File: config.mk
export PLATFORM = sky130hd
export DESIGN_NAME = shared_buffer_multi_queue
export DESIGN_NICKNAME = d
export VERILOG_FILES = /design/src/hdl/sbmq_pkg.sv /design/src/hdl/sbmq_ram.sv /design/src/hdl/sbmq_link_store.sv /design/src/hdl/shared_buffer_multi_queue.sv
export SDC_FILE = /design/constraint.sdc
export NUM_CORES = 1
export LEC_CHECK = 0
export BUFFER_PORTS_ARGS = -buffer_cell sky130_fd_sc_hd__buf_2
export CAP_MARGIN = 20
export CORE_MARGIN = 2
export CORE_UTILIZATION = 30
export DETAILED_ROUTE_END_ITERATION = 7
export HOLD_SLACK_MARGIN = 0.1
export PLACE_DENSITY = 0.48
export SLEW_MARGIN = 15
export SYNTH_ARGS = -nofsm -noshare
export SYNTH_HDL_FRONTEND = slang
export SYNTH_SLANG_ARGS = --single-unit
File: constraint.sdc
create_clock -name clk -period 4.5 [get_ports clk]
set_input_delay 0.45 -clock clk [delete_from_list [all_inputs] [get_ports clk]]
set_output_delay 0.45 -clock clk [all_outputs]
set_load 0.1 [all_outputs]
File: src/hdl/sbmq_pkg.sv
`default_nettype none

package sbmq_pkg;

  localparam int SLOTS  = 16;
  localparam int QUEUES = 4;
  localparam int DATA_W = 32;
  localparam int QID_W  = 2;
  localparam int PTR_W  = $clog2(SLOTS + 1);
  localparam int IDX_W  = (SLOTS > 1) ? $clog2(SLOTS) : 1;
  localparam int QIDX_W = (QUEUES > 1) ? $clog2(QUEUES) : 1;

  typedef logic [PTR_W-1:0] ptr_t;

  localparam ptr_t NIL_PTR = PTR_W'(SLOTS);

  typedef enum logic [1:0] {
    ST_DONE  = 2'd0,
    ST_FULL  = 2'd1,
    ST_EMPTY = 2'd2
  } status_t;

  typedef enum logic {
    OP_PUSH = 1'b0,
    OP_POP  = 1'b1
  } op_t;

  typedef enum logic {
    S_IDLE,
    S_FINISH
  } fsm_t;

  typedef struct packed {
    logic en;
    ptr_t addr;
    ptr_t data;
  } link_wr_t;

  typedef struct packed {
    logic en;
    ptr_t addr;
  } link_rd_t;

  function automatic logic ptr_ok(input ptr_t p);
    return p < NIL_PTR;
  endfunction

endpackage

`default_nettype wire

File: src/hdl/sbmq_ram.sv
`default_nettype none

module sbmq_ram #(
  parameter int WIDTH = 32,
  parameter int DEPTH = 16
) (
  input  wire logic                                 clk,
  input  wire logic                                 we,
  input  wire logic [((DEPTH > 1) ? $clog2(DEPTH) : 1)-1:0] waddr,
  input  wire logic [WIDTH-1:0]                     wdata,
  input  wire logic                                 re,
  input  wire logic [((DEPTH > 1) ? $clog2(DEPTH) : 1)-1:0] raddr,
  output logic      [WIDTH-1:0]                     rdata
);

  logic [WIDTH-1:0] mem [DEPTH];

  always_ff @(posedge clk) begin
    if (we) begin
      mem[waddr] <= wdata;
    end
    if (re) begin
      rdata <= mem[raddr];
    end
  end

endmodule

`default_nettype wire

File: src/hdl/sbmq_link_store.sv
`default_nettype none

module sbmq_link_store (
  input  wire logic              clk,
  input  wire logic              rst,
  input  wire sbmq_pkg::link_wr_t wr,
  input  wire sbmq_pkg::link_rd_t rd,
  output sbmq_pkg::ptr_t         rdata
);

  import sbmq_pkg::*;

  // Entries never written read as their reset link, i+1.
  logic [SLOTS-1:0] valid;
  logic             valid_rd;
  ptr_t             addr_rd;
  ptr_t             ram_rdata;

  sbmq_ram #(
    .WIDTH(PTR_W),
    .DEPTH(SLOTS)
  ) u_ram (
    .clk  (clk),
    .we   (wr.en),
    .waddr(wr.addr[IDX_W-1:0]),
    .wdata(wr.data),
    .re   (rd.en),
    .raddr(rd.addr[IDX_W-1:0]),
    .rdata(ram_rdata)
  );

  always_ff @(posedge clk) begin
    if (rst) begin
      valid <= '0;
    end else if (wr.en) begin
      valid[wr.addr[IDX_W-1:0]] <= 1'b1;
    end
  end

  always_ff @(posedge clk) begin
    if (rd.en) begin
      valid_rd <= valid[rd.addr[IDX_W-1:0]];
      addr_rd  <= rd.addr;
    end
  end

  assign rdata = valid_rd ? ram_rdata : ptr_t'(addr_rd + PTR_W'(1));

endmodule

`default_nettype wire

File: src/hdl/shared_buffer_multi_queue.sv
`default_nettype none

// A transaction is accepted in S_IDLE and finished in S_FINISH, which waits
// while an unaccepted result is held; the result is registered at finish.
// No new input is taken until then: link read at accept, write-back at finish.
// Reset: all queues empty, free list holds every slot in order; the link
// memory is covered by per-entry valid bits, so no clearing pass is needed.
module shared_buffer_multi_queue (
  input  wire logic                                clk,
  input  wire logic                                rst,
  input  wire logic                                in_valid,
  output logic                                     in_ready,
  input  wire logic                                operation,
  input  wire logic [sbmq_pkg::QID_W-1:0]          queue_id,
  input  wire logic signed [sbmq_pkg::DATA_W-1:0]  push_value,
  output logic                                     out_valid,
  input  wire logic                                out_ready,
  output logic [1:0]                               status,
  output logic signed [sbmq_pkg::DATA_W-1:0]       pop_value
);

  import sbmq_pkg::*;

  fsm_t state, state_next;

  ptr_t              queue_head [QUEUES];
  ptr_t              queue_tail [QUEUES];
  ptr_t              free_head;

  op_t               op_r;
  logic [QIDX_W-1:0] q_r;
  logic              go_r;
  logic              head_null_r;
  ptr_t              slot_r;

  logic              accept;
  logic              finish;
  logic              q_ok;
  logic [QIDX_W-1:0] qi;
  ptr_t              cur_head;
  ptr_t              cur_tail;
  logic              push_go;
  logic              pop_go;

  link_wr_t          link_wr;
  link_rd_t          link_rd;
  ptr_t              link_rdata;

  logic              word_we;
  logic              word_re;
  logic [DATA_W-1:0] word_rdata;

  assign qi       = QIDX_W'(queue_id);
  assign q_ok     = int'(queue_id) < QUEUES;
  assign cur_head = queue_head[qi];
  assign cur_tail = queue_tail[qi];
  assign push_go  = (op_t'(operation) == OP_PUSH) && q_ok && ptr_ok(free_head);
  assign pop_go   = (op_t'(operation) == OP_POP) && q_ok && ptr_ok(cur_head);

  always_comb begin
    state_next = state;
    in_ready   = 1'b0;
    finish     = 1'b0;
    case (state)
      S_IDLE: begin
        in_ready = !rst;
        if (in_valid) begin
          state_next = S_FINISH;
        end
      end
      S_FINISH: begin
        if (!out_valid || out_ready) begin
          finish     = 1'b1;
          state_next = S_IDLE;
        end
      end
      default: begin
        state_next = S_IDLE;
      end
    endcase
  end

  assign accept = in_valid && in_ready;

  always_ff @(posedge clk) begin
    if (rst) begin
      state <= S_IDLE;
    end else begin
      state <= state_next;
    end
  end

  // Link memory: tail append at accept, write-back of the moved slot at finish.
  always_comb begin
    link_rd.en   = accept && (push_go || pop_go);
    link_rd.addr = (op_t'(operation) == OP_PUSH) ? free_head : cur_head;
    link_wr      = '0;
    if (finish) begin
      link_wr.en   = go_r;
      link_wr.addr = slot_r;
      link_wr.data = (op_r == OP_PUSH) ? NIL_PTR : free_head;
    end else begin
      link_wr.en   = accept && push_go && ptr_ok(cur_head) && ptr_ok(cur_tail);
      link_wr.addr = cur_tail;
      link_wr.data = free_head;
    end
  end

  sbmq_link_store u_link (
    .clk  (clk),
    .rst  (rst),
    .wr   (link_wr),
    .rd   (link_rd),
    .rdata(link_rdata)
  );

  assign word_we = accept && push_go;
  assign word_re = accept && pop_go;

  sbmq_ram #(
    .WIDTH(DATA_W),
    .DEPTH(SLOTS)
  ) u_word (
    .clk  (clk),
    .we   (word_we),
    .waddr(free_head[IDX_W-1:0]),
    .wdata($unsigned(push_value)),
    .re   (word_re),
    .raddr(cur_head[IDX_W-1:0]),
    .rdata(word_rdata)
  );

  always_ff @(posedge clk) begin
    if (accept) begin
      op_r        <= op_t'(operation);
      q_r         <= qi;
      go_r        <= push_go || pop_go;
      head_null_r <= !ptr_ok(cur_head);
      slot_r      <= (op_t'(operation) == OP_PUSH) ? free_head : cur_head;
    end
  end

  always_ff @(posedge clk) begin
    if (rst) begin
      for (int i = 0; i < QUEUES; i++) begin
        queue_head[i] <= NIL_PTR;
        queue_tail[i] <= NIL_PTR;
      end
      free_head <= '0;
    end else if (finish && go_r) begin
      if (op_r == OP_PUSH) begin
        free_head <= link_rdata;
        if (head_null_r) begin
          queue_head[q_r] <= slot_r;
        end
        queue_tail[q_r] <= slot_r;
      end else begin
        queue_head[q_r] <= link_rdata;
        free_head       <= slot_r;
      end
    end
  end

  always_ff @(posedge clk) begin
    if (rst) begin
      out_valid <= 1'b0;
    end else if (finish) begin
      out_valid <= 1'b1;
    end else if (out_ready) begin
      out_valid <= 1'b0;
    end
  end

  always_ff @(posedge clk) begin
    if (finish) begin
      if (!go_r) begin
        status    <= (op_r == OP_PUSH) ? ST_FULL : ST_EMPTY;
        pop_value <= '0;
      end else if (op_r == OP_POP) begin
        status    <= ST_DONE;
        pop_value <= $signed(word_rdata);
      end else begin
        status    <= ST_DONE;
        pop_value <= '0;
      end
    end
  end

endmodule

`default_nettype wire

# ---- Word-level counts from Yosys, hierarchy flattened
# Memory sizes are Yosys's and may differ from the RTL's. A register that Yosys moved wholly into a read port is not among the register bits.
# Index checks and enable logic that the tools add are counted.
# W data, S select, Z words.
dict set report totals {
  out_inout_bits 36
  register_bits 73
  mem_bits_rw 632
  in_bits 39
  mem_count 4
}
# memory words width read_ports rd_ports_with_merged_regs wr line_no
set memory_table {}
lappend memory_table {u_word.mem 16 32 1 1 1 sbmq_ram.sv:16} ;# logic [WIDTH-1:0] mem [DEPTH];
lappend memory_table {u_link.u_ram.mem 16 5 1 1 1 sbmq_ram.sv:16}
lappend memory_table {queue_head 4 5 1 0 4 shared_buffer_multi_queue.sv:26} ;# ptr_t queue_head [QUEUES];
lappend memory_table {queue_tail 4 5 1 0 4 shared_buffer_multi_queue.sv:27} ;# ptr_t queue_tail [QUEUES];
dict set report classes {
  n_lt_le_gt_ge 6
  addsub 1
  reduce_logical 19
  muxes 44
  bitwise_logic 4
}
# operator n
set op_table {}
lappend op_table {{$mux W5} 7}
lappend op_table {{$mux W1} 30}
lappend op_table {{$or A16 B16 Y16} 1}
lappend op_table {{$lt A5 B5 Y1 const B} 3}
lappend op_table {{$mux W11} 1}
lappend op_table {{$logic_and A1 B1 Y1} 10}
lappend op_table {{$lt A4 B5 Y1 const B} 2}
lappend op_table {{$reduce_or A5 Y1} 2}
lappend op_table {{$mux W2} 3}
lappend op_table {{$add A5 B1 Y5 const B} 1}
lappend op_table {{$bmux W1 S4} 1}
lappend op_table {{$demux W1 S4} 1}
lappend op_table {{$ge A4 B1 Y1 const B} 1}
lappend op_table {{$logic_not A1 Y1} 3}
lappend op_table {{$logic_or A1 B1 Y1} 2}
lappend op_table {{$not A1 Y1} 2}
lappend op_table {{$pmux W1 S2} 1}
lappend op_table {{$reduce_and A2 Y1} 1}
lappend op_table {{$reduce_bool A2 Y1} 1}
lappend op_table {{$or A1 B1 Y1} 1}

# ---- Depth between registers and ports, before layout
dict set report logic_depth {
  depth_word 12
  depth_mapped 9
  mapped_depth_nobuf 7
}

# ---- Hierarchy
# From an unflattened synthesis, not the netlist that was laid out.
dict set report hier_totals {
  cells_unflattened 1353
  hier_area_um2 28308.4
}
# module seq_area_each_um2 area_per_inst_um2 n_inst cells_each
set by_module_without_submodules {}
lappend by_module_without_submodules {{sbmq_ram (u_word)} 16335.7 20174.3 1 838}
lappend by_module_without_submodules {shared_buffer_multi_queue 2662.6 3922.5 1 271}
lappend by_module_without_submodules {{sbmq_ram (u_link.u_ram)} 2552.4 3263.1 1 155}
lappend by_module_without_submodules {sbmq_link_store 500.5 948.4 1 89}

# ---- Worst setup path before layout
# Ideal clock, no wire load.
dict set report synth_path {
  path_type {in2reg}
  start {in rst}
  end {mem u_word.mem[0][0] (enable)}
  slack_ns 0.030
  arrival_time_ns 4.009
  path_buffers 1
  cell_stages 5
  required_ns 4.039
  setup_ns 0.461
  cell_sequence {buf_2 -> or3b_2 -> or3_4 -> or3_1 -> nor3_1}
}
dict set report synth_via {
  elab_chain_len 6
}
# element line_no
set synth_rtl {}
lappend synth_rtl {{start, declared} shared_buffer_multi_queue.sv:10} ;# input wire logic rst,
lappend synth_rtl {{$logic_not A1 Y1} shared_buffer_multi_queue.sv:66} ;# in_ready = !rst;
lappend synth_rtl {{$mux W1} shared_buffer_multi_queue.sv:64} ;# case (state)
lappend synth_rtl {{$logic_and A1 B1 Y1} shared_buffer_multi_queue.sv:83} ;# assign accept = in_valid && in_ready;
lappend synth_rtl {{$logic_and A1 B1 Y1} shared_buffer_multi_queue.sv:117} ;# assign word_we = accept && push_go;
lappend synth_rtl {{$mux W1} sbmq_ram.sv:19} ;# if (we) begin
lappend synth_rtl {{$mux W1 (not written as such)} sbmq_ram.sv:20} ;# mem[waddr] <= wdata;
lappend synth_rtl {{end, declared} sbmq_ram.sv:16}
# Every way passes these cells.

# ---- Final worst setup path
dict set report layout_path {
  start {mem queue_head[0][0] in the netlist's numbering}
  end {reg u_link.u_ram.rdata[3] (read register of u_link.u_ram.mem) (data pin)}
}
dict set report layout_via {
  elab_chain_len 5
  word_cells_on_any_way 6
  cone_classes {order compare: 1; mux: 1; reduce/logical: 3; memory: 1}
}
# element line_no
set layout_rtl {}
lappend layout_rtl {{start, declared} shared_buffer_multi_queue.sv:26}
lappend layout_rtl {{$mem_v2 Z4 W5 (*)} n/a}
lappend layout_rtl {{$lt A5 B5 Y1} sbmq_pkg.sv:45} ;# return p < NIL_PTR;
lappend layout_rtl {{$logic_and A1 B1 Y1} shared_buffer_multi_queue.sv:58} ;# assign pop_go = (op_t'(operation) == OP_POP) && q_ok && ptr_ok(cur_head);
lappend layout_rtl {{$logic_or A1 B1 Y1} shared_buffer_multi_queue.sv:95} ;# link_rd.en = accept && (push_go || pop_go);
lappend layout_rtl {{$logic_and A1 B1 Y1} shared_buffer_multi_queue.sv:95}
lappend layout_rtl {{end, declared} sbmq_ram.sv:13} ;# output logic [WIDTH-1:0] rdata
# Every way passes the cells marked *; elsewhere a longest branch is shown, timed or not.
# A chain may end at the register's enable or synchronous reset.

==> results by group <==
Run status
  • Status: complete, no violations

Global route
  • Initial antenna violation count: 7
  • Gr usage total: 15.0%
  • First-pass GRT wire length: ~110000 microns
  • Global route total overflow: 0
  • Largest net degree at the start of global routing: 106
  • Vias in the first global route: 15200

Route
  • Vias per inst: between 4 and 5
  • Final WL: 74300 microns
  • Vias: 14900
  • First-pass iteration count of the detailed router: 5
  • Routed wire per std cell: about 25 microns
  • # DRC: 0
  • Starting DRC count in detailed routing: around 1300
  • Post-route ant nets: 0

Setup path
  • Largest stage delay on the critical path: 0.85 ns
  • Worst EP arrival: 3.56 ns
  • CP cell instances: mux4_4 > mux2i_4 > buf_4 > inv_2 > a221oi_2 > nand3_1 > a22o_1 > a211o_1
  • Startpoint types: flop
  • Crit. End Element: flop
  • Top Family by Delay on Critical Path: multiplexers
  • Crit Path Max Fanout: 23
  • WP data required: between 4 and 5 ns
  • CP Class: flop to flop
  • Slowest cell on the critical path: mux4_4
  • CP bufs+invs: 2

Logic synthesis
  • Post-synth top area cell: edfxtp_1
  • Post-synth top area share: between 70% and 80%
  • Cells after synthesis: ~1500
  • Primary FF master, synth: edfxtp_1
  • Post-Syn Area: 29000 sq um
  • Dominant cells by area after synthesis: edfxtp_1, mux4_2, dfxtp_1
  • #FFs+latches synth: 742
  • Syn_area_per_cell: 19.0 sq um
  • Post-synth ARST share: 0%
  • Sequential fraction of the synthesis area: 76.0%
  • Syn_nets: 1566
  • Synth unique cells: 60
  • Synth warn: 0
  • Number of flops mapped to enable cells by yosys: a little over 700

Timing
  • Slew Viols, Final: 0
  • Final min period: 3.18 ns
  • Final Setup Violations: 0
  • Total negative slack: 0 ns
  • Part of the cycle the worst path needs: 70.8%
  • Final setup margin: 1.32 ns
  • Worst Max-Slew Pin Slew: between 0.9 and 1 ns
  • Final hold vios: 0
  • Slew HR: 38.4%
  • Clk_skew: 0.0384 ns
  • Fmax: 0.314 GHz
  • RSZ-0062 raised after global routing: false

Layout
  • Design area: between 30000 and 40000 sq um
  • Most common cell after layout, fill and taps aside: edfxtp_1
  • Syn-to-layout area delta: 16.7%
  • Layout cells sized above 1: between 20% and 30%
  • Fill count: around 9000
  • Fin nets: 1692
  • Commonest cells after routing, fill and taps aside: edfxtp_1, mux4_2, nand2_1

Die
  • Row count: 114
  • Die Ht: between 300 and 400 microns
  • Die Wd: 315 microns
  • Die area: 99200 sq um
  • Initial core utilization: 30.1%
  • Std-Cell Core Area: 96300 sq um
  • IO Count: 75

Clock network
  • Worst-Skew Late Latency: 0.64 ns
  • H-tree depth: 3
  • CTS root buf: clkbuf_16
  • Setup Buffers After CTS: 0
  • CTS Buf Count: 81
  • CTS tree: yes
  • Deepest clock path buffer count: 3
  • Clock-pin slew on the worst setup and hold paths: 0.06 ns
  • Clk sinks: between 700 and 800

Placement
  • # port buffers: 74
  • Final Wtd Congestion: 0.832
  • Dpl hpwl: 41700 microns
  • Placed inst area: 31300 sq um
  • Pre-CTS worst setup slack: 0.946 ns

Power and ir drop
  • Worst vdd ir: 0.258 mV
  • Power Dens Cells: 444 nW/um^2
  • Pleak: 0.0108 uW
  • Pwr Total: 15000 uW

Min path
  • Hold WC Path Type: primary input to flop

Run
  • Max-cap viol count: 0
[stage by stage]
stage                     utilization [%]  hold WS (ns)  instances
after floorplan                         -         0.453       1526
after global placement               32.5         0.461       2842
after detailed placement             32.5         0.467       2843
after CTS                            35.2         0.156       2988
after global routing                 35.2         0.185       2988
final                                35.2         0.202       2989
[sequential cells by signal, summed over array words and instances, names as in the netlist]
| signal | flops |
|---|---|
| u_word.rdata | 32 |
| queue_tail | 20 |
| out_valid | 1 |
| u_link.u_ram.rdata | 5 |
| slot_r | 5 |
| op_r | 1 |
| q_r | 2 |
| state | 1 |
| status | 2 |
| u_link.u_ram.mem | 80 |
| u_link.addr_rd | 5 |
| u_word.mem | 512 |
| u_link.valid_rd | 1 |
| head_null_r | 1 |
| u_link.valid | 16 |
| go_r | 1 |
| queue_head | 20 |
| free_head | 5 |
| pop_value | 32 |
[routing by layer]
metal  track usage (%)  part of all wire, %
met1              20.7                   45
met2              24.6                   49
met3              2.68                  4.6
met4              3.96                  2.2
met5                 0                0.030
[repair_timing]
item                                   in CTS  in global routing
gates resized for setup                     0                  0
hold buffers                                2                  0
endpoints found under the hold margin       2                  0
[cell usage after synthesis (11+ instances only)]
cell / instances
a211oi_1: 41
a21oi_1: 15
a31oi_1: 34
and2_1: 33
and3_1: 38
buf_2: 33
clkbuf_1: 50
dfxtp_1: 23
edfxtp_1: 719
inv_1: 19
mux2i_1: 26
mux4_2: 149
nand2_1: 111
nand2b_1: 11
nand3_1: 14
nor2_1: 73
nor3_1: 19
o21ai_0: 15
o21ba_2: 16
[power by group]
| group | switching, uW | internal [uW] |
|---|---|---|
| clock network | 2650 | 3710 |
| logic | 641 | 356 |
| registers | 28.1 | 7640 |
[final timing paths]
check / startpoint / end / slack [ns] / cells after the start
hold reg to reg: u_link.valid[11]$_SDFFE_PP0P_ / u_link.valid[11]$_SDFFE_PP0P_ / 0.48 / 1
hold / removal: push_value[29] / u_word.mem[5][29]$_DFFE_PP_ / 0.20 / 1
setup reg to reg: queue_head[0][0]$_SDFFCE_PN0P_ / u_link.u_ram.rdata[3]$_DFFE_PP_ / 1.32 / 8
setup / recovery: queue_head[0][0]$_SDFFCE_PN0P_ / u_link.u_ram.rdata[3]$_DFFE_PP_ / 1.32 / 8
[layout make-up]
cell class                      count  area (sq um)  share of cell area (%)
Clock buffer                      105          2180                    6.44
Multi-Input combinational cell    674          6640                    19.6
Sequential cell                   742         22100                    65.1
Antenna cell                        1          2.50                 0.00739
Tap cell                         1276          1600                    4.72
Inverter                           23          86.3                   0.255
Clock inverter                     38           354                    1.05
Timing Repair Buffer              130           946                    2.79
[cell families (layout without fill, tap and decap cells)]
group	after synthesis	in the layout	share of synthesized area, %
AND/OR/NAND/NOR	324	324	5.30
multiplexers	184	184	12.9
adder cells (fa/ha/maj)	1	1	0.0431
other	0	1	0
AO/OA/AOI/OAI	162	162	4.12
buffers and inverters	110	296	1.59
XOR/XNOR	3	3	0.0906
flip-flops	742	742	76.0
Note: power is estimated with default switching activity, not from simulation.
